[config.mk]
export PLATFORM = sky130hd
export DESIGN_NAME = qer_div_cell
export DESIGN_NICKNAME = d
export VERILOG_FILES = /design/src/design/qer_pkg.sv /design/src/design/qer_div_cell.sv
export SDC_FILE = /design/constraint.sdc
export NUM_CORES = 1
export LEC_CHECK = 0
export BUFFER_PORTS_ARGS = -buffer_cell sky130_fd_sc_hd__buf_2
export CORE_AREA = 2 2 290 292
export CTS_CLUSTER_DIAMETER = 120
export DETAILED_ROUTE_END_ITERATION = 10
export DIE_AREA = 0 0 292 294
export HOLD_SLACK_MARGIN = 0.03
export PLACE_DENSITY = 0.49
export SETUP_SLACK_MARGIN = 0.05
export SYNTH_ARGS = -nofsm -noshare
export SYNTH_HDL_FRONTEND = slang
export SYNTH_SLANG_ARGS = --single-unit
[constraint.sdc]
create_clock -name clk_i -period 1.45 [get_ports clk_i]
set_input_delay 0.29 -clock clk_i [delete_from_list [all_inputs] [get_ports clk_i]]
set_output_delay 0.29 -clock clk_i [all_outputs]
set_load 0.05 [all_outputs]
[src/design/qer_pkg.sv]
// ----------------------------------------------------------------------------
// qer_pkg: shared types and constants for the quadratic evaluator and solver
// Fixed-point widths, register and mode codes, the pipeline record that
// travels down the cell chain, and small arithmetic helpers.
// ----------------------------------------------------------------------------
package qer_pkg;

  localparam int unsigned FRAC_BITS = 16;
  localparam int unsigned COEF_W    = 32;

  // Square root: one result bit per cell.
  localparam int unsigned SQ_STEPS = 36;
  localparam int unsigned RAD_W    = 2 * SQ_STEPS;
  localparam int unsigned SQ_REM_W = SQ_STEPS + 3;

  // Root division: signed numerator, dividend, divisor and quotient widths.
  localparam int unsigned NUM_W     = SQ_STEPS + 1;
  localparam int unsigned DVD_W     = NUM_W + FRAC_BITS;
  localparam int unsigned DIV_W     = COEF_W + 1;
  localparam int unsigned Q_W       = 32;
  localparam int unsigned DIV_STEPS = Q_W;
  localparam int unsigned TOP_W     = DVD_W - Q_W;
  localparam int unsigned CMP_W     = (TOP_W > DIV_W) ? TOP_W : DIV_W;

  localparam int unsigned PROD_W = 96;

  localparam logic [31:0] SAT_MAX    = 32'h7FFF_FFFF;
  localparam logic [31:0] SAT_MIN    = 32'h8000_0000;
  localparam logic [31:0] COEF_A_RST = 32'(1) << FRAC_BITS;

  localparam logic [1:0] CNT_NONE = 2'd0;
  localparam logic [1:0] CNT_ONE  = 2'd1;
  localparam logic [1:0] CNT_TWO  = 2'd2;

  typedef enum logic {
    MODE_EVAL  = 1'b0,
    MODE_ROOTS = 1'b1
  } mode_e;

  typedef enum logic [1:0] {
    REG_COEF_A = 2'd0,
    REG_COEF_B = 2'd1,
    REG_COEF_C = 2'd2
  } reg_idx_e;

  typedef struct packed {
    logic signed [COEF_W-1:0] a;
    logic signed [COEF_W-1:0] b;
    logic signed [COEF_W-1:0] c;
  } coef_t;

  // Record handed from cell to cell.
  typedef struct packed {
    mode_e                   mode;
    logic                    degen;
    logic                    dneg;
    logic                    dzero;
    logic [31:0]             poly;
    logic [31:0]             slope;
    logic                    ev_ovf;
    logic [RAD_W-1:0]        rad;
    logic [SQ_REM_W-1:0]     sq_rem;
    logic [SQ_STEPS-1:0]     sq_root;
    logic [1:0][DIV_W-1:0]   dv_rem;
    logic [1:0][Q_W-1:0]     dv_nq;
    logic [1:0]              dv_sat;
    logic [1:0]              dv_neg;
  } qer_pipe_t;

  typedef struct packed {
    logic [31:0] val;
    logic        ovf;
  } sat_t;

  function automatic sat_t sat32(input logic signed [65:0] v);
    sat_t r;
    if (v > 66'sd2147483647) begin
      r.val = SAT_MAX;
      r.ovf = 1'b1;
    end else if (v < -66'sd2147483648) begin
      r.val = SAT_MIN;
      r.ovf = 1'b1;
    end else begin
      r.val = v[31:0];
      r.ovf = 1'b0;
    end
    return r;
  endfunction

  function automatic logic [31:0] mag32(input logic signed [31:0] v);
    return v[31] ? 32'(-v) : 32'(v);
  endfunction

endpackage

[src/design/qer_div_cell.sv]
// ----------------------------------------------------------------------------
// qer_div_cell: one quotient bit of both root divisions
// Restoring division step, done side by side for the plus and minus numerators.
// ----------------------------------------------------------------------------
module qer_div_cell (
  input  logic                        clk_i,
  input  logic                        rst_ni,
  input  logic                        en_i,
  input  logic                        valid_i,
  input  qer_pkg::qer_pipe_t          data_i,
  input  logic [qer_pkg::DIV_W-1:0]   dvsr_i,
  output logic                        valid_o,
  output qer_pkg::qer_pipe_t          data_o
);

  logic                        valid_q;
  logic [qer_pkg::DIV_W-1:0]   t [2];
  logic [1:0]                  ge;
  qer_pkg::qer_pipe_t          data_d, data_q;

  always_comb begin
    data_d = data_i;
    for (int j = 0; j < 2; j++) begin
      t[j]  = {data_i.dv_rem[j][qer_pkg::DIV_W-2:0], data_i.dv_nq[j][qer_pkg::Q_W-1]};
      ge[j] = t[j] >= dvsr_i;
      data_d.dv_rem[j] = ge[j] ? t[j] - dvsr_i : t[j];
      data_d.dv_nq[j]  = {data_i.dv_nq[j][qer_pkg::Q_W-2:0], ge[j]};
    end
  end

  always_ff @(posedge clk_i or negedge rst_ni) begin
    if (!rst_ni) begin
      valid_q <= 1'b0;
    end else if (en_i) begin
      valid_q <= valid_i;
    end
  end

  always_ff @(posedge clk_i) begin
    if (en_i) begin
      data_q <= data_d;
    end
  end

  assign valid_o = valid_q;
  assign data_o  = data_q;

endmodule

======== Word level (Yosys, flattened, before mapping) ========
Cells that the tools add are included.
Widths: inputs -> output; s select.
operators by class
  multiply operators ...................... 0
  equal/unequal tests ..................... 0
  add/sub/neg operators ................... 2
  shift-type cells ........................ 0
  mux-type cells .......................... 2
  reductions and logical operators ........ 0
  order comparisons ....................... 2
  bitwise gates (word level) .............. 0
  div/mod/pow operators ................... 0
operators by type and width
  kind            number
  $ge 33x33->1    2
  $mux 33         2
  $sub 33x33->33  2
storage, ports and cells
  output and inout bits ................... 351
  bits in latches ......................... 0
  bits in writable memories ............... 0
  ROM bits ................................ 0
  input port bits ......................... 387
  bits in registers ....................... 351
  memories ................................ 0

======== Depth between registers and ports, before layout ========
  depth after elaboration ................. 2
  mapped depth ............................ 14
  gate-level depth less buffers ........... 13

======== Worst setup path before layout ========
Ideal clock, no wire load.
  path type ............................... input -> register
  start ................................... input port dvsr_i[11] in the netlist's numbering
  end ..................................... register data_q (netlist bit data_o[74]), data pin
  stages .................................. 13
  setup slack ............................. -1.686 ns
  arrival ................................. 2.876 ns
  required time ........................... 1.190 ns
  setup time .............................. 0.260 ns
  cells stage by stage .................... inv_1 -> ha_1 -> a21oi_1 -> nand2_1 -> a221oi_1 -> a21o_1 -> a31o_2 -> o41ai_4 -> o221ai_2 -> a21oi_2 -> a211oi_4 -> buf_6 -> mux2_4
RTL lines
  item                  line                source
  from (decl)           qer_div_cell.sv:11  input logic [qer_pkg::DIV_W-1:0] dvsr_i,
  to (signal assigned)  qer_div_cell.sv:41  data_q <= data_d;
  to (decl)             qer_div_cell.sv:19  qer_pkg::qer_pipe_t data_d, data_q;

==> flow_metrics.tcl <==
set metrics [dict create \
    outcome "complete, but fails checks" \
    violations "setup timing" \
    slowest_delay_ns 0.40 \
    final_nets 2793 \
    clk_path_buf_depth 3 \
    cpMostUsedCell "a21oi_2" \
    worstSkewPairLatency_ns 0.58 \
    synth_ff_type "edfxtp_1" \
    core_um2 82900 \
    cp_data_required_time_ns 1.76 \
    cts_made_buffers 44 \
    nFillCells 7957 \
    synth_nets 1438 \
    rsz0062_at_grt "true" \
    syn_area_um2 15000 \
    synth_top_area_cell "edfxtp_1" \
    wl_per_cell_um 25.1 \
    vias 14289 \
    start_util 0.180 \
    switchingPower_mw 11.9 \
    grt_pass1_vias 14782 \
    area_growth_pct 103 \
    fin_skew_ns 0 \
    antenna_found_initial 29 \
    p_sw_frac 0.329 \
    postPlaceCellArea_um2 22400 \
    r2r_setup_slack_ns 0.67 \
    die_y_um 294 \
    synth_cells 983 \
    worstSetupStartpointType "primary input" \
    cts_max_level 2 \
    leakagePower_nw 13.0 \
    fin_crit_sh 1.83 \
    drt.antenna.violating_nets 0 \
    vdd_drop_max_v 0.000746 \
    p_total_mw 36.3 \
    drt_first_pass_iters 5 \
    synthTopCellsByCount "edfxtp_1 (350), nand2_1 (69), ha_1 (66)" \
    post-route-min-period_ns 2.65 \
    drive_gt1_frac 0.533 \
    clock.fmax_ghz 0.377 \
    root_buffer "clkbuf_16" \
    wl_um 87000 \
    synth-async-reset-ratio 0.00285 \
    io_buffers 735 \
    grt_overflow 0 \
    end_kind "flip-flop" \
    rows 106 \
    synth-edff-count 350 \
    vias_per_cell 4.13 \
    seqCellArea_um2 10500 \
    finalSetupViolCount 161 \
    crit_type "primary input to flip-flop" \
    cts_sinks 351 \
    p_int_mw 24.3 \
    synth.most_common_cell "edfxtp_1" \
    multiInputGateArea_um2 4980 \
    dp_hpwl_um 67200 \
    routabilityCongestion 0.912 \
    setup_ws_ns -1.20 \
    synth_seq_cells 351 \
    power_frac_clock 0.331 \
    drtIter0Drc 772 \
    holdCritPathClass "primary input to flip-flop" \
    relSlewSlack 0.694 \
    maxCapViolations 0 \
    path_clk_slew_ns 0.05 \
    grt_max_degree 41 \
    stdcell_area_um2 30300 \
    ys_seq_area_frac 0.704 \
    finalHoldViolCount 0 \
    ios 738 \
    synth_area_leaders "edfxtp_1 (70%), ha_1 (5.5%), mux2_4 (2.6%)" \
    crit_chain "buf_2, inv_2, ha_4, nand2b_1, a21oi_2, o31ai_2, a21o_1, a31o_4, o41ai_4, o221ai_2, a21oi_2, a211oi_4, buf_12, mux2_4" \
    grt_util_all_layers 0.186 \
    cts_tree "yes" \
    yosys_warnings 0 \
    worst_pin_slew_ns 0.454 \
    slew_viol_final 0 \
    drcViolationCount 0 \
    place_ws_ns -1.98 \
    synth_cell_types 58 \
    sequentialPowerShare 0.355 \
    power_density_nw_per_um2 1200 \
    cp_slowest_cell "o41ai_4" \
    grt_first_pass_wirelength_um 112000 \
    fp.dieArea_um2 85800 \
    synth_top_cell_area_share 0.703 \
    syn_avg_cell_area_um2 15.2 \
    combinationalPowerShare 0.314 \
    die_w_um 292 \
    crit_fanout 14 \
    worstPathArrival_ns 2.97 \
]
[power groups by stage]
stage | Combinational, mW | Clock, mW | Sequential [mW]
2_1_floorplan | 2.05 | 0 | 16.0
3_3_place_gp | 8.88 | 0 | 12.8
3_5_place_dp | 8.90 | 0 | 12.8
4_1_cts | 9.99 | 12.3 | 12.7
5_1_grt | 11.9 | 12.7 | 12.9
6_report | 11.4 | 12.0 | 12.9
[metal layers]
layer	vias up	part of all wire	GRT usage
met5	-	0.0028	0
met4	34	0.050	0.0656
met3	176	0.097	0.0804
met2	613	0.49	0.326
met1	6986	0.36	0.199
li1	6480	-	-
[cell type report]
type                            instances  area share
Timing Repair Buffer                 1332       0.382
Sequential cell                       351       0.348
Multi-Input combinational cell        550       0.164
Tap cell                             1080      0.0446
Clock buffer                           49      0.0373
Clock inverter                         30      0.0144
Inverter                               59     0.00917
Antenna cell                            7    0.000578
[final timing paths]
| kind | depth (start not counted) | endpoint | start |
|---|---|---|---|
| worst min register to register | 1 | valid_o$_DFFE_PN0P_ | valid_o$_DFFE_PN0P_ |
| worst max register to register | 1 | valid_o$_DFFE_PN0P_ | valid_o$_DFFE_PN0P_ |
| worst max-delay path | 14 | data_o[74]$_DFFE_PP_ | dvsr_i[1] |
| worst min-delay path | 2 | data_o[74]$_DFFE_PP_ | data_i[73] |
| max in group asynchronous | 3 | valid_o$_DFFE_PN0P_ | rst_ni |
| min in group asynchronous | 3 | valid_o$_DFFE_PN0P_ | rst_ni |
[critical path, delay by kind of cell]
| family | cells | cell delay, ns |
|---|---|---|
| AOI/OAI and AO/OA | 8 | 1.63 |
| adders and majority gates | 1 | 0.27 |
| buffers and inverters | 3 | 0.38 |
| muxes | 1 | 0.30 |
| and+or+nand+nor | 1 | 0.08 |
[sequential cells by signal, summed over array words and instances, names as in the netlist]
| register | cells |
|---|---|
| data_o | 350 |
| valid_o | 1 |
[placed cells by master (no fill, tap or decap), drive strengths merged, types with 14 or more instances in the layout]
cell type / netlist / routed
buf: 3 / 1014
a21o: 35 / 35
o21ai: 63 / 63
mux2: 33 / 33
inv: 59 / 61
clkbuf: 20 / 53
xor2: 18 / 18
xnor2: 38 / 38
nand2: 69 / 69
dlygate4sd3: 0 / 314
nor2: 24 / 24
ha: 66 / 66
clkinv: 0 / 14
edfxtp: 350 / 350
a21oi: 64 / 64
[metrics by stage]
step	TNS (ns)	cells	hold slack (ns)	util
after floorplan	-82.81	983	-0.00559	-
after global placement	-126.21	3038	0.0659	0.270
after global routing	-90.41	3453	0.0393	0.365
after detailed placement	-129.27	3038	0.0680	0.270
final	-74.09	3458	0.0736	0.366
after CTS	-97.25	3439	0.0335	0.333
[timing repair]
item,4_1_cts,5_1_grt
endpoints found under the setup margin,419,419
endpoints found under the hold margin,311,2
resized for setup,119,1059
hold buffers,312,2
gates cloned,2,5
buffers inserted,10,6
pin swaps,6,19
[cells by family after synthesis]
group / share of synthesized area
flip-flops: 0.704
AO/OA/AOI/OAI: 0.0969
AND/OR/NAND/NOR: 0.0520
buffers and inverters: 0.0221
adder cells (fa/ha/maj): 0.0579
XOR/XNOR: 0.0328
multiplexers: 0.0340
Power figures use the tool's default switching activity.
