## config.mk

```make
export PLATFORM = sky130hd
export DESIGN_NAME = qer_sqrt_cell
export DESIGN_NICKNAME = d
export VERILOG_FILES = /design/src/design/qer_pkg.sv /design/src/design/qer_sqrt_cell.sv
export SDC_FILE = /design/constraint.sdc
export NUM_CORES = 1
export LEC_CHECK = 0
export ABC_AREA = 1
export CAP_MARGIN = 20
export CELL_PAD_IN_SITES_DETAIL_PLACEMENT = 1
export CELL_PAD_IN_SITES_GLOBAL_PLACEMENT = 1
export CORE_AREA = 2 2 273 275
export CTS_BUF_LIST = sky130_fd_sc_hd__clkbuf_4
export CTS_CLUSTER_DIAMETER = 40
export DETAILED_ROUTE_END_ITERATION = 10
export DIE_AREA = 0 0 275 277
export DONT_BUFFER_PORTS = 1
export PLACE_DENSITY = 0.35
export SYNTH_ARGS = -nofsm -noshare
export SYNTH_HDL_FRONTEND = slang
export SYNTH_SLANG_ARGS = --single-unit
```

## constraint.sdc

```tcl
create_clock -name clk_i -period 1.4 [get_ports clk_i]
set_clock_uncertainty 0.15 [all_clocks]
set_input_delay 0.14 -clock clk_i [delete_from_list [all_inputs] [get_ports clk_i]]
set_output_delay 0.14 -clock clk_i [all_outputs]
set_load 0.01 [all_outputs]
```

## src/design/qer_pkg.sv

```systemverilog
// ----------------------------------------------------------------------------
// qer_pkg: shared types and constants for the quadratic evaluator and solver
// Fixed-point widths, register and mode codes, the pipeline record that
// travels down the cell chain, and small arithmetic helpers.
// ----------------------------------------------------------------------------
package qer_pkg;

  localparam int unsigned FRAC_BITS = 16;
  localparam int unsigned COEF_W    = 32;

  // Square root: one result bit per cell.
  localparam int unsigned SQ_STEPS = 36;
  localparam int unsigned RAD_W    = 2 * SQ_STEPS;
  localparam int unsigned SQ_REM_W = SQ_STEPS + 3;

  // Root division: signed numerator, dividend, divisor and quotient widths.
  localparam int unsigned NUM_W     = SQ_STEPS + 1;
  localparam int unsigned DVD_W     = NUM_W + FRAC_BITS;
  localparam int unsigned DIV_W     = COEF_W + 1;
  localparam int unsigned Q_W       = 32;
  localparam int unsigned DIV_STEPS = Q_W;
  localparam int unsigned TOP_W     = DVD_W - Q_W;
  localparam int unsigned CMP_W     = (TOP_W > DIV_W) ? TOP_W : DIV_W;

  localparam int unsigned PROD_W = 96;

  localparam logic [31:0] SAT_MAX    = 32'h7FFF_FFFF;
  localparam logic [31:0] SAT_MIN    = 32'h8000_0000;
  localparam logic [31:0] COEF_A_RST = 32'(1) << FRAC_BITS;

  localparam logic [1:0] CNT_NONE = 2'd0;
  localparam logic [1:0] CNT_ONE  = 2'd1;
  localparam logic [1:0] CNT_TWO  = 2'd2;

  typedef enum logic {
    MODE_EVAL  = 1'b0,
    MODE_ROOTS = 1'b1
  } mode_e;

  typedef enum logic [1:0] {
    REG_COEF_A = 2'd0,
    REG_COEF_B = 2'd1,
    REG_COEF_C = 2'd2
  } reg_idx_e;

  typedef struct packed {
    logic signed [COEF_W-1:0] a;
    logic signed [COEF_W-1:0] b;
    logic signed [COEF_W-1:0] c;
  } coef_t;

  // Record handed from cell to cell.
  typedef struct packed {
    mode_e                   mode;
    logic                    degen;
    logic                    dneg;
    logic                    dzero;
    logic [31:0]             poly;
    logic [31:0]             slope;
    logic                    ev_ovf;
    logic [RAD_W-1:0]        rad;
    logic [SQ_REM_W-1:0]     sq_rem;
    logic [SQ_STEPS-1:0]     sq_root;
    logic [1:0][DIV_W-1:0]   dv_rem;
    logic [1:0][Q_W-1:0]     dv_nq;
    logic [1:0]              dv_sat;
    logic [1:0]              dv_neg;
  } qer_pipe_t;

  typedef struct packed {
    logic [31:0] val;
    logic        ovf;
  } sat_t;

  function automatic sat_t sat32(input logic signed [65:0] v);
    sat_t r;
    if (v > 66'sd2147483647) begin
      r.val = SAT_MAX;
      r.ovf = 1'b1;
    end else if (v < -66'sd2147483648) begin
      r.val = SAT_MIN;
      r.ovf = 1'b1;
    end else begin
      r.val = v[31:0];
      r.ovf = 1'b0;
    end
    return r;
  endfunction

  function automatic logic [31:0] mag32(input logic signed [31:0] v);
    return v[31] ? 32'(-v) : 32'(v);
  endfunction

endpackage

```

## src/design/qer_sqrt_cell.sv

```systemverilog
// ----------------------------------------------------------------------------
// qer_sqrt_cell: one digit of the integer square root
// Brings in the next two radicand bits and decides one root bit.
// ----------------------------------------------------------------------------
module qer_sqrt_cell (
  input  logic               clk_i,
  input  logic               rst_ni,
  input  logic               en_i,
  input  logic               valid_i,
  input  qer_pkg::qer_pipe_t data_i,
  output logic               valid_o,
  output qer_pkg::qer_pipe_t data_o
);

  logic                           valid_q;
  logic [qer_pkg::SQ_REM_W-1:0]   rem_sh, trial;
  logic                           ge;
  qer_pkg::qer_pipe_t             data_d, data_q;

  always_comb begin
    rem_sh = {data_i.sq_rem[qer_pkg::SQ_REM_W-3:0], data_i.rad[qer_pkg::RAD_W-1 -: 2]};
    trial  = qer_pkg::SQ_REM_W'({data_i.sq_root, 2'b01});
    ge     = rem_sh >= trial;
    data_d         = data_i;
    data_d.sq_rem  = ge ? rem_sh - trial : rem_sh;
    data_d.sq_root = {data_i.sq_root[qer_pkg::SQ_STEPS-2:0], ge};
    data_d.rad     = data_i.rad << 2;
  end

  always_ff @(posedge clk_i or negedge rst_ni) begin
    if (!rst_ni) begin
      valid_q <= 1'b0;
    end else if (en_i) begin
      valid_q <= valid_i;
    end
  end

  always_ff @(posedge clk_i) begin
    if (en_i) begin
      data_q <= data_d;
    end
  end

  assign valid_o = valid_q;
  assign data_o  = data_q;

endmodule

```

==> results of run 1 <==
-- cell usage after synthesis --
cell | number | share of area
a31oi_1 | 1 | 0.00045
nor2_2 | 1 | 0.00045
a21oi_2 | 1 | 0.00062
buf_4 | 2 | 0.0011
nor2_1 | 84 | 0.022
mux2_2 | 1 | 0.00080
inv_1 | 152 | 0.041
nand3_1 | 41 | 0.015
buf_6 | 3 | 0.0024
nand2_1 | 363 | 0.097
nand2_2 | 1 | 0.00045
o21bai_1 | 1 | 0.00053
nor3_1 | 5 | 0.0018
o21a_1 | 2 | 0.0011
o21ai_0 | 12 | 0.0043
edfxtp_1 | 348 | 0.74
nand3_2 | 1 | 0.00071
xnor2_1 | 4 | 0.0025
nand4_1 | 4 | 0.0018
nor3b_1 | 1 | 0.00053
xor2_1 | 16 | 0.010
dfrtp_1 | 1 | 0.0018
a21oi_1 | 26 | 0.0093
nand3b_1 | 10 | 0.0053
o21ai_1 | 1 | 0.00036
clkbuf_1 | 1 | 0.00027
conb_1 | 1 | 0.00027
inv_2 | 3 | 0.00080
ha_1 | 38 | 0.034
buf_2 | 4 | 0.0014
-- logic make-up after synthesis --
logic type | Yosys count
adders and majority gates | 38
buffers and inverters | 165
AOI/OAI and AO/OA | 44
xor gates and xnor gates | 20
muxes | 1
and+or+nand+nor | 511
DFF | 349
other | 1
-- metrics by stage --
step / cell area, µm² / util / setup TNS (ns) / cells
3_3_place_gp: 16900 / 0.2297 / -41.70 / 2230
3_5_place_dp: 16900 / 0.2297 / -39.26 / 2230
2_1_floorplan: 14650 / - / -16.98 / 1130
==> results.md, run 1 <==
- Status: aborted with a tool error
- Last stage: 4_1_cts
- Run Error: [ERROR RSZ-0060] Max buffer count reached.
- Mux cell area share after synthesis: 0.0008006
- Number of hold buffers added after cts: 483
- RePlAce Congestion: 0.8607
- Number of synthesized register bits: approximately 350
- Synth Area in Adders: 0.03380
- Cell variety after synth: 30
- # rows: 100
- Main combinational cell family by area after synthesis: simple AND/OR/NAND/NOR gates
- Post-CTS resize count: 6
- Mean Syn Cell Area: 12.46 µm²
- Yosys warning total: 0
- IO Pins: 705
- Horiz. Die Dim: between 200 and 300 µm
- Compound-Gate Fraction of Synth Area: 0.01655
- Setup bufs post-CTS: 0
- H-tree depth: 3
- TritonCTS buffer count: 100
- Simple-gate share of the synthesized area: 0.1449
- Synthesized cell area: 14070 µm²
- Post-Synthesis Cells: ~1.1k
- Starting density of the core: 0.1912
- Root Buffer: clkbuf_4
- Clock Sinks: 349
- Place WS: -1.047 ns
- Die H: 277 µm
- HPWL Detailed: 55160 µm
- Clock Path Buffers: 3
- Sequential element share of the synthesized area: 0.7447
- # port buffers: 0
- Synth Area in XOR/XNOR: 0.01245
==> run 2, diff against run 1 <==
==> config.mk (replaced) <==
export PLATFORM = sky130hd
export DESIGN_NAME = qer_sqrt_cell
export DESIGN_NICKNAME = d
export VERILOG_FILES = /design/src/design/qer_pkg.sv /design/src/design/qer_sqrt_cell.sv
export SDC_FILE = /design/constraint.sdc
export NUM_CORES = 1
export LEC_CHECK = 0
export ABC_AREA = 1
export CAP_MARGIN = 20
export CORE_AREA = 2 2 271 273
export DETAILED_ROUTE_END_ITERATION = 10
export DIE_AREA = 0 0 273 275
export DONT_BUFFER_PORTS = 1
export PLACE_DENSITY_LB_ADDON = 0.15
export SYNTH_ARGS = -nofsm -noshare
export SYNTH_HDL_FRONTEND = slang
export SYNTH_SLANG_ARGS = --single-unit
==> run 2 against run 1 <==
The flow now finishes, with violations (hold timing, slew limit, setup timing). Synthesized cell count did not move. Area after synthesis unchanged.
==> results.md, run 2 <==
- Post-Synthesis Cells: roughly 1.1k
- RSZ-0062 raised after global routing: true
- Largest net degree at the start of global routing: 350
- # port buffers: 0
- Worst setup EP type: flip-flop
- Sequential element share of the synthesized area: 0.7447
- Violated checks: hold timing, slew limit, setup timing
- Worst Path Max Fanout: 13
- TritonCTS buffer count: 43
- Die H: 275 µm
- Max reg flops: about 350
- Switching Share: 0.2644
- First-pass GRT wire length: 86840 µm
- Total Wirelength: 68150 µm
- Count of flip-flops with a built-in enable after synthesis: between 300 and 400
- Area of the multi-input gates: 3920 µm²
- Final nets: a little over 2k
- F_max: 648.9 MHz
- Synth top cells by count: nand2_1 (363), edfxtp_1 (348), inv_1 (152)
- Power Density: 1324 nW/µm²
- Power share of the sequential group: 0.480
- RePlAce Congestion: 0.8559
- Crit path cell chain: inv_2 > ha_4 > buf_6 > nand2_4 > inv_2 > nand2_2 > inv_2 > nand2_2 > nor2_2 > nand2_2 > nand3_4 > nand3_4 > nand2_8 > inv_8 > buf_12 > nand2_1 > nand2_1
- Final worst path period share: 1.101
- Final worst slack: -0.1411 ns
- Ys async rst share: 0.002865
- Number of synthesized register bits: 349
- Max_cap viols: 0
- Cell-internal power: 21.41 mW
- Post-synth top area share: 0.7429
- Post-Place Cell Area: 16890 µm²
- Setup violators final: 110
- Hold Crit Class: in2reg
- Root Buffer: clkbuf_16
- Slew headroom: -0.2582
- Worst r2r path cells: 1
- Layout cells sized above 1: 0.2443
- Hold Crit Depth: 0
- Horiz. Die Dim: 273 µm
- Routed Antenna Nets: 0
- # fillers: 7375
- Cell variety after synth: 30
- Top cells by area, synth: edfxtp_1 (74%), nand2_1 (9.7%), inv_1 (4.1%), ha_1 (3.4%), nor2_1 (2.2%)
- # rows: 99
- Worst skew pair latency: ~0.56 ns
- Startpoint Class: primary input
- Slowest stage delay, CP: 0.29 ns
- IO Pins: 705
- Clock network fraction of design power: 0.402
- CORE AREA: approximately 72000 µm²
- Clock Path Buffers: 3
- Peak VDD IR: around 1100 µV
- Predominant post-synthesis flop cell: edfxtp_1
- Area Overhead vs Synth: 56.25%
- DR vias/cell: 3.881
- Status: finished with violations
- Mean Syn Cell Area: 12.46 µm²
- DRT iter0 DRCs: 572
- Minimum hold slack: -0.4777 ns
- GRT Overall Usage: 0.1700
- First-pass iteration count of the detailed router: 4
- Clock slew at reported path FFs: around 0.06 ns
- NetSw: 7.695 mW
- Starting density of the core: 0.1944
- Synthesized cell area: 14070 µm²
- Final instance area: 21980 µm²
- Die area: 75080 µm²
- Vias: 10.17k
- Setup TNS: -6.649 ns
- Crit path DAT: between 1.5 and 2 ns
- GRT overflow: 0
- Synth area leader: edfxtp_1
- Endpoints failing hold: 99
- DRC violations left: 0
- Share of total power in combinational logic: 0.119
- Clock Sinks: 349
- Commonest non-fill, non-tap cell in the layout: edfxtp_1
- Crit path max-delay cell type: ha_4
- Commonest cells after routing, fill and taps aside: edfxtp_1 (348), dlygate4sd3_1 (313), nand2_1 (303)
- HPWL Detailed: 53160 µm
- WP data required: 1.57 ns
- H-tree depth: 2
- Min Tclk post-route: 1.541 ns
- Vias in the first global route: around 10k
- Cell with the most instances after synthesis: nand2_1
- Initial antenna violation count: 14
- CTS tree: done
- Yosys warning total: 0
- P_leak: 8.713 nW
- Worst-Margin Slew: 1.887 ns
- Per-cell routed wire length: 26.02 µm
- Register area: 10480 µm²
- Pins over their slew limit: 166
- WS Path Type: in2reg
run 2: layout make-up:
cell class / instances / area share
Clock buffer: 50 / 0.05112
Inverter: 155 / 0.02755
Clock inverter: 27 / 0.01548
Sequential cell: 349 / 0.4766
Multi-Input combinational cell: 616 / 0.1784
Tap cell: 959 / 0.05459
Antenna cell: 6 / 0.0006831
Timing Repair Buffer: 457 / 0.1956
run 2: routing by layer:
metal  share of wire  GRT usage  up-vias
li1                -          -     4771
met1            0.35     0.1734     4867
met2            0.51     0.3050      438
met3            0.11    0.08283       79
met4           0.030    0.05306       10
met5         0.00092          0        -
run 2: repair_timing:
action,4_1_cts,5_1_grt
hold buffers,300,13
gates resized for setup,63,67
endpoints found under the setup margin,123,112
hold endpoints to repair,697,407
setup buffers,3,1
gates cloned,1,0
pin swaps,12,19
run 2: path summary, 6_finish.rpt:
path	from	to	slack, ns
max	data_i[143]	data_o[183]	-0.14
min	data_i[142]	data_o[143]	-0.48
max reg2reg	valid_o	valid_o	0.45
min reg2reg	valid_o	valid_o	0.44
max in group asynchronous	rst_ni	valid_o	0.80
min in group asynchronous	rst_ni	valid_o	0.20
run 2: cells by family after synthesis:
| kind of cell | share of synthesized area |
|---|---|
| buffers and inverters | 0.04652 |
| AND/OR/NAND/NOR | 0.1449 |
| other | 0.0002666 |
| adder cells (fa/ha/maj) | 0.03380 |
| multiplexers | 0.0008005 |
| flip-flops | 0.7447 |
| AO/OA/AOI/OAI | 0.01654 |
| XOR/XNOR | 0.01245 |
run 2: critical path, delay by kind of cell:
kind | cells | cell delay, ns
buffers and inverters | 6 | 0.44
AND/OR/NAND/NOR | 10 | 0.80
adder cells (fa/ha/maj) | 1 | 0.29
run 2: per-stage QoR:
stage	hold WS, ns	std cells	utilization	power [mW]	setup WS (ns)
after global placement	-0.3056	2219	0.2335	16.73	-0.9532
final	-0.4777	2619	0.3038	29.10	-0.1411
after global routing	-0.5303	2618	0.3038	30.33	-0.2192
after detailed placement	-0.3055	2219	0.2335	16.68	-0.9013
after floorplan	-0.3056	1130	-	14.97	-0.4843
after CTS	-0.5379	2599	0.2987	29.51	-0.1544
run 2: power by group through the flow:
stage	logic [mW]	registers [mW]	clock network, mW
floorplan	1.45	13.5	0
global placement	2.49	14.2	0
detailed placement	2.48	14.2	0
CTS	3.39	14.0	12.1
global route	3.81	14.0	12.5
finish	3.46	14.0	11.7
(Power assumes the default switching activity.)
