`src/design/qer_pkg.sv`:
```
// ----------------------------------------------------------------------------
// qer_pkg: shared types and constants for the quadratic evaluator and solver
// Fixed-point widths, register and mode codes, the pipeline record that
// travels down the cell chain, and small arithmetic helpers.
// ----------------------------------------------------------------------------
package qer_pkg;

  localparam int unsigned FRAC_BITS = 16;
  localparam int unsigned COEF_W    = 32;

  // Square root: one result bit per cell.
  localparam int unsigned SQ_STEPS = 36;
  localparam int unsigned RAD_W    = 2 * SQ_STEPS;
  localparam int unsigned SQ_REM_W = SQ_STEPS + 3;

  // Root division: signed numerator, dividend, divisor and quotient widths.
  localparam int unsigned NUM_W     = SQ_STEPS + 1;
  localparam int unsigned DVD_W     = NUM_W + FRAC_BITS;
  localparam int unsigned DIV_W     = COEF_W + 1;
  localparam int unsigned Q_W       = 32;
  localparam int unsigned DIV_STEPS = Q_W;
  localparam int unsigned TOP_W     = DVD_W - Q_W;
  localparam int unsigned CMP_W     = (TOP_W > DIV_W) ? TOP_W : DIV_W;

  localparam int unsigned PROD_W = 96;

  localparam logic [31:0] SAT_MAX    = 32'h7FFF_FFFF;
  localparam logic [31:0] SAT_MIN    = 32'h8000_0000;
  localparam logic [31:0] COEF_A_RST = 32'(1) << FRAC_BITS;

  localparam logic [1:0] CNT_NONE = 2'd0;
  localparam logic [1:0] CNT_ONE  = 2'd1;
  localparam logic [1:0] CNT_TWO  = 2'd2;

  typedef enum logic {
    MODE_EVAL  = 1'b0,
    MODE_ROOTS = 1'b1
  } mode_e;

  typedef enum logic [1:0] {
    REG_COEF_A = 2'd0,
    REG_COEF_B = 2'd1,
    REG_COEF_C = 2'd2
  } reg_idx_e;

  typedef struct packed {
    logic signed [COEF_W-1:0] a;
    logic signed [COEF_W-1:0] b;
    logic signed [COEF_W-1:0] c;
  } coef_t;

  // Record handed from cell to cell.
  typedef struct packed {
    mode_e                   mode;
    logic                    degen;
    logic                    dneg;
    logic                    dzero;
    logic [31:0]             poly;
    logic [31:0]             slope;
    logic                    ev_ovf;
    logic [RAD_W-1:0]        rad;
    logic [SQ_REM_W-1:0]     sq_rem;
    logic [SQ_STEPS-1:0]     sq_root;
    logic [1:0][DIV_W-1:0]   dv_rem;
    logic [1:0][Q_W-1:0]     dv_nq;
    logic [1:0]              dv_sat;
    logic [1:0]              dv_neg;
  } qer_pipe_t;

  typedef struct packed {
    logic [31:0] val;
    logic        ovf;
  } sat_t;

  function automatic sat_t sat32(input logic signed [65:0] v);
    sat_t r;
    if (v > 66'sd2147483647) begin
      r.val = SAT_MAX;
      r.ovf = 1'b1;
    end else if (v < -66'sd2147483648) begin
      r.val = SAT_MIN;
      r.ovf = 1'b1;
    end else begin
      r.val = v[31:0];
      r.ovf = 1'b0;
    end
    return r;
  endfunction

  function automatic logic [31:0] mag32(input logic signed [31:0] v);
    return v[31] ? 32'(-v) : 32'(v);
  endfunction

endpackage

```
`src/design/qer_prep.sv`:
```
// ----------------------------------------------------------------------------
// qer_prep: numerators and dividends for the root division
// Forms -b + sqrt D and -b - sqrt D, their magnitudes and signs, the scaled
// dividends, and the initial partial remainders.
// ----------------------------------------------------------------------------
module qer_prep (
  input  logic               clk_i,
  input  logic               rst_ni,
  input  logic               en_i,
  input  logic               valid_i,
  input  qer_pkg::qer_pipe_t data_i,
  input  qer_pkg::coef_t     coef_i,
  output logic               valid_o,
  output qer_pkg::qer_pipe_t data_o
);

  logic [3:0]                          v_q;
  logic [31:0]                         amag;
  logic signed [qer_pkg::NUM_W-1:0]    sx, bx;
  logic signed [qer_pkg::NUM_W-1:0]    num_d [2];
  logic signed [qer_pkg::NUM_W-1:0]    num_q [2];
  logic [qer_pkg::NUM_W-1:0]           mag_d [2];
  logic [qer_pkg::NUM_W-1:0]           mag_q [2];
  logic [qer_pkg::DVD_W-1:0]           dvd_d [2];
  logic [qer_pkg::DVD_W-1:0]           dvd_q [2];
  logic [qer_pkg::DIV_W-1:0]           dvsr;
  logic [qer_pkg::TOP_W-1:0]           ntop  [2];
  qer_pkg::qer_pipe_t                  s1_q, s2_d, s2_q, s3_q, s4_d, s4_q;

  assign amag = qer_pkg::mag32(coef_i.a);
  assign sx   = $signed({1'b0, data_i.sq_root});
  assign bx   = qer_pkg::NUM_W'(coef_i.b);
  assign dvsr = qer_pkg::DIV_W'(amag) << 1;

  always_comb begin
    num_d[0] = sx - bx;
    num_d[1] = -bx - sx;
    s2_d = s1_q;
    s4_d = s3_q;
    for (int j = 0; j < 2; j++) begin
      mag_d[j]         = num_q[j][qer_pkg::NUM_W-1] ? qer_pkg::NUM_W'(-num_q[j])
                                                    : qer_pkg::NUM_W'(num_q[j]);
      s2_d.dv_neg[j]   = num_q[j][qer_pkg::NUM_W-1] ^ coef_i.a[31];
      dvd_d[j]         = (qer_pkg::DVD_W'(mag_q[j]) << qer_pkg::FRAC_BITS)
                       + qer_pkg::DVD_W'(amag);
      ntop[j]          = dvd_q[j][qer_pkg::DVD_W-1:qer_pkg::Q_W];
      // A quotient of 2^32 or more saturates whatever its sign.
      s4_d.dv_sat[j]   = qer_pkg::CMP_W'(ntop[j]) >= qer_pkg::CMP_W'(dvsr);
      s4_d.dv_rem[j]   = qer_pkg::DIV_W'(ntop[j]);
      s4_d.dv_nq[j]    = dvd_q[j][qer_pkg::Q_W-1:0];
    end
  end

  always_ff @(posedge clk_i or negedge rst_ni) begin
    if (!rst_ni) begin
      v_q <= '0;
    end else if (en_i) begin
      v_q <= {v_q[2:0], valid_i};
    end
  end

  always_ff @(posedge clk_i) begin
    if (en_i) begin
      s1_q  <= data_i;
      num_q <= num_d;
      s2_q  <= s2_d;
      mag_q <= mag_d;
      s3_q  <= s2_q;
      dvd_q <= dvd_d;
      s4_q  <= s4_d;
    end
  end

  assign valid_o = v_q[3];
  assign data_o  = s4_q;

endmodule

```
`config.mk`:
```
export PLATFORM = sky130hd
export DESIGN_NAME = qer_prep
export DESIGN_NICKNAME = d
export VERILOG_FILES = /design/src/design/qer_pkg.sv /design/src/design/qer_prep.sv
export SDC_FILE = /design/constraint.sdc
export NUM_CORES = 1
export LEC_CHECK = 0
export ABC_CLOCK_PERIOD_IN_PS = 4600
export BUFFER_PORTS_ARGS = -buffer_cell sky130_fd_sc_hd__buf_2
export CORE_AREA = 2 2 315 317
export CTS_CLUSTER_SIZE = 10
export DETAILED_ROUTE_END_ITERATION = 16
export DIE_AREA = 0 0 317 319
export PLACE_DENSITY = 0.78
export SETUP_SLACK_MARGIN = 0.15
export SYNTH_ARGS = -nofsm -noshare
export SYNTH_HDL_FRONTEND = slang
export SYNTH_SLANG_ARGS = --single-unit
```
`constraint.sdc`:
```
create_clock -name clk_i -period 4.6 [get_ports clk_i]
set_input_delay 0.46 -clock clk_i [delete_from_list [all_inputs] [get_ports clk_i]]
set_output_delay 0.46 -clock clk_i [all_outputs]
set_load 0.005 [all_outputs]
```
# Yosys cells after proc, flatten, opt, wreduce, memory -nomap -nowiden
# Index checks and enable logic that the tools add are counted.
# totals
ff_bits,1236
latchBits,0
mem_bits_rw,0
rom_bits,0
out_inout_bits,351
mem_count,0
# classes
add_sub_neg,8
multipliers,0
div,0
n_lt_le_gt_ge,2
eq_ne,0
shifts,0
n_mux,3
n_bitwise,2
reduce_logical,0
# op_table
op,n
$add A53 B32 Y53,2
$neg A37 Y37,2
$mux W36,2
$ge A21 B33 Y1,2
$neg A32 Y37,1
$sub A37 B32 Y37,1
$sub A37 B37 Y37,1
$mux W32,1
$neg A32 Y32,1
$xor A1 B1 Y1,2

# Depth between registers and ports, before layout
# logic_depth
ltp_word,3
mapped_depth,20
ltp_nobuf,19

# Least setup slack after synthesis
# No wires, ideal clock.
# synth_timing
path_kind,input-to-reg
start,input coef_i[75] (netlist bit)
end,register dvd_q[40] (netlist bit) (data pin)
setup_time_ns,0.258
t_arrival_ns,4.162
required_time_ns,4.342
setup_slack_ns,0.180
cell_stages,17
cell_sequence,or4_4 > or3_4 > o41ai_1 > xnor2_1 > ha_1 > inv_1 > fa_1 > nand3b_1 > a21boi_0 > o21ai_0 > a211oi_1 > o2111ai_1 > a21boi_0 > o211ai_1 > nand2_1 > nand4_1 > xnor2_1
# synth_lines
item,line_no,rtl
from (decl),qer_prep.sv:12,"input qer_pkg::coef_t coef_i,"
to (signal assigned),qer_prep.sv:69,dvd_q <= dvd_d;
to (decl),qer_prep.sv:25,logic [qer_pkg::DVD_W-1:0] dvd_q [2];

==> results_dict.tcl <==
set metrics [dict create \
    status "finished, final reports clean" \
    grt_pass1_wl_microns 155600 \
    rsz0062_at_grt "true" \
    cts_inserted_buffers 142 \
    power_uw 26940 \
    wl_per_cell_microns 21.79 \
    worst_pin_slew_ps 927.7 \
    final_max_slew_viol_count 0 \
    netlist-cell-type-count 72 \
    crit_buf_inv 7 \
    netlist_instances 2591 \
    synth-edff-count 1196 \
    p_leak_uw 0.02224 \
    synth_area_per_cell_sq_um 17.71 \
    syn_to_final_growth_pct 25.52 \
    drc_errors 0 \
    place_ws_ps -493.2 \
    crit_family "simple AND/OR/NAND/NOR gates" \
    cts_tree "built" \
    critical_path_class "in -> reg" \
    dp_hpwl_microns 71950 \
    combPwrFrac 0.110 \
    mostFrequentLayoutCell "edfxtp_1" \
    yosys_register_bits 1200 \
    end_kind "register" \
    initialDrtViolationCount 2066 \
    fp.dieH_microns 319 \
    crit_fanout 10 \
    layout.nets 4281 \
    reg2reg_depth 7 \
    drv_cap 0 \
    multi_input_area_sq_mm 0.009036 \
    vdd_ir_drop_max_mv 0.3002 \
    grt_pass1_vias 25350 \
    clk-insertion-delay-late_ps 750 \
    cp_num_cells 24 \
    cts_root_buf "clkbuf_16" \
    final_util 0.5895 \
    antenna_found_initial 16 \
    use_met3 0.07062 \
    synthArstFlopShare 0.003333 \
    start_kind "input pin" \
    pin_count 801 \
    grt_use_met2 0.3646 \
    timing.fmax_ghz 0.2337 \
    slowest_delay_ps 380 \
    synth_ff_type "edfxtp_1" \
    fill_cells 7120 \
    rows 115 \
    synth_warnings 0 \
    crit_required_ps 5080 \
    clkTransAtPathRegs_ps 50 \
    clock_sinks 1200 \
    fin_area_sq_mm 0.05760 \
    setup_viol 0 \
    place_area_sq_mm 0.05131 \
    fin_worst_skew_ps 34.86 \
    busiest_layer "met2" \
    critPathArrivalTime_ps 4760 \
    regArea_sq_mm 0.03601 \
    start_util 0.4697 \
    dp.cells 4569 \
    ctsHtreeMaxLevel 4 \
    syn_area_sq_mm 0.04589 \
    power_switching_uw 6437 \
    port_buffers 610 \
    die_x_microns 317 \
    cp_slowest_cell "nor4_2" \
    final_cell_mix "edfxtp_1 (1,196), buf_2 (609), dlygate4sd3_1 (218), xnor2_1 (184), ha_1 (182)" \
    p_per_area_mw_per_mm2 467.8 \
    wl_microns 108400 \
    gp_congestion 0.8644 \
    via_count 25160 \
    seqPwrFrac 0.517 \
    met1_usage 0.2394 \
    fin_crit_sh 0.9301 \
    p_int_uw 20510 \
    drive_above_1_share 0.2546 \
    min_period_ps 4278 \
    drtAntennaViolNets 0 \
    clockBufferDepth 3 \
    grt_max_degree 137 \
    timing.final.hold_violations 0 \
    layout.cells.non_filler 4973 \
    finalWorstSetupSlack_ps 321.7 \
    gr-total-overflow 0 \
    relSlewSlack 0.3816 \
    hold_class "in -> async" \
    synth_seq_area_share 0.7848 \
    track_usage 0.2111 \
    worstPathCellList "buf_2 > nor4_2 > nand2_1 > buf_4 > or3_1 > o41ai_1 > xnor2_1 > buf_4 > ha_1 > inv_1 > buf_4 > fa_1 > nor2b_1 > o21ai_1 > a21oi_1 > o21a_1 > o21a_1 > o2111ai_1 > nand4_1 > a31oi_1 > buf_4 > buf_4 > nor3_1 > xor2_1" \
    drtPass1Iterations 5 \
    vias_per_cell 5.060 \
    power_frac_clock 0.373 \
    switching_share 0.2389 \
    crit_top_cell "buf_4" \
    die_area_sq_mm 0.1011 \
    core_area_sq_mm 0.09770 \
]
Yosys cell counts, types with 4 or more instances:
cell	count	area [sq um]
inv_1	148	555.5
or4_1	12	90.09
dfrtp_1	4	100.1
clkbuf_1	20	75.07
nor4_1	8	50.05
a21oi_1	100	500.5
edfxtp_1	1196	35910
o21ai_0	86	430.4
and3_1	17	106.4
nand3b_1	6	45.04
o41ai_1	14	122.6
and2_1	8	50.05
xnor2_1	184	1612
or3_4	6	67.56
xor2_1	47	411.6
a21boi_0	5	37.54
fa_1	4	80.08
buf_4	41	307.8
a31oi_1	14	87.58
nor2b_1	17	106.4
o21bai_1	11	82.58
nand3_1	26	130.1
o21a_1	21	157.7
a211oi_1	11	82.58
mux2_2	4	45.04
nand4_1	11	68.82
o31ai_1	27	202.7
nor3b_1	4	30.03
or3_1	9	56.30
nor3_1	21	105.1
nor2_1	103	386.6
nand2b_1	21	131.4
or4_4	6	67.56
o211ai_1	7	52.55
ha_1	182	2277
a21o_1	48	360.4
nand2_1	83	311.6
o2111ai_1	4	35.03
cells by family (layout without fill, tap and decap cells):
kind of cell	Yosys count	count (layout)	synth area share
compound gates	381	381	0.05448
xor+xnor	231	231	0.04409
fa+ha+maj	186	186	0.05137
buf+inv	210	1277	0.02053
flops	1200	1200	0.7848
mux	5	5	0.001200
other cells	1	29	0.00008172
simple gates	377	377	0.04343
power by group through the flow:
stage / combinational (uW) / sequential (uW) / clock, uW
after floorplan: 1510 / 13900 / 0
after global placement: 2730 / 14100 / 0
after detailed placement: 2780 / 14100 / 0
after CTS: 2960 / 13900 / 10200
after global routing: 3280 / 14000 / 10700
final: 2960 / 13900 / 10100
routing by layer:
metal / wire, microns / vias to the layer above
met4: 3937 / 10
met5: 63 / -
met2: 54370 / 947
met1: 40420 / 12170
met3: 9575 / 203
li1: - / 11830
flip-flops by register name, summed over array words and instances (netlist names):
signal and flops:
s3_q 218, v_q 4, dvd_q 89, data_o 309, s2_q 218, mag_q 73, num_q 73, s1_q 216
area by class of cell:
class                           instances  area share
Sequential cell                      1200      0.6253
Multi-Input combinational cell       1204      0.1569
Timing Repair Buffer                  949      0.1094
Clock buffer                          154     0.06302
Tap cell                             1287     0.02796
Inverter                              148    0.009645
Clock inverter                         26    0.007560
Antenna cell                            5   0.0002172
path summary, 6_finish.rpt:
path	start	endpoint	slack (ps)
max	coef_i[69]	dvd_q[97]$_DFFE_PP_	320
min	rst_ni	v_q[2]$_DFFE_PN0P_	70
min in group clk_i	coef_i[32]	num_q[37]$_DFFE_PP_	110
max in group asynchronous	rst_ni	v_q[3]$_DFFE_PN0P_	4400
max reg2reg	num_q[41]$_DFFE_PP_	mag_q[67]$_DFFE_PP_	1340
min reg2reg	dvd_q[57]$_DFFE_PP_	data_o[8]$_DFFE_PP_	390
worst register-to-register path: stages (launching register included):
cell and delay (ps):
edfxtp_1 440, nor4_2 660, nand3_1 290, or2_1 320, or4_1 470, or4_4 500
o41ai_2 250, xnor2_1 100
metrics by stage:
step,setup TNS (ps),hold slack [ps]
after global routing,0,50.97
final,0,74.69
after CTS,0,4.793
after detailed placement,-13540,265.4
after global placement,-11950,264.8
after floorplan,0,164.4
what timing repair did:
| action | CTS | global route |
|---|---|---|
| buffers inserted | 0 | 1 |
| setup endpoints to repair | 0 | 29 |
| endpoints found under the hold margin | 221 | 0 |
| gates resized for setup | 0 | 7 |
| hold buffers | 218 | 0 |
Note: power is estimated with default switching activity, not from simulation.
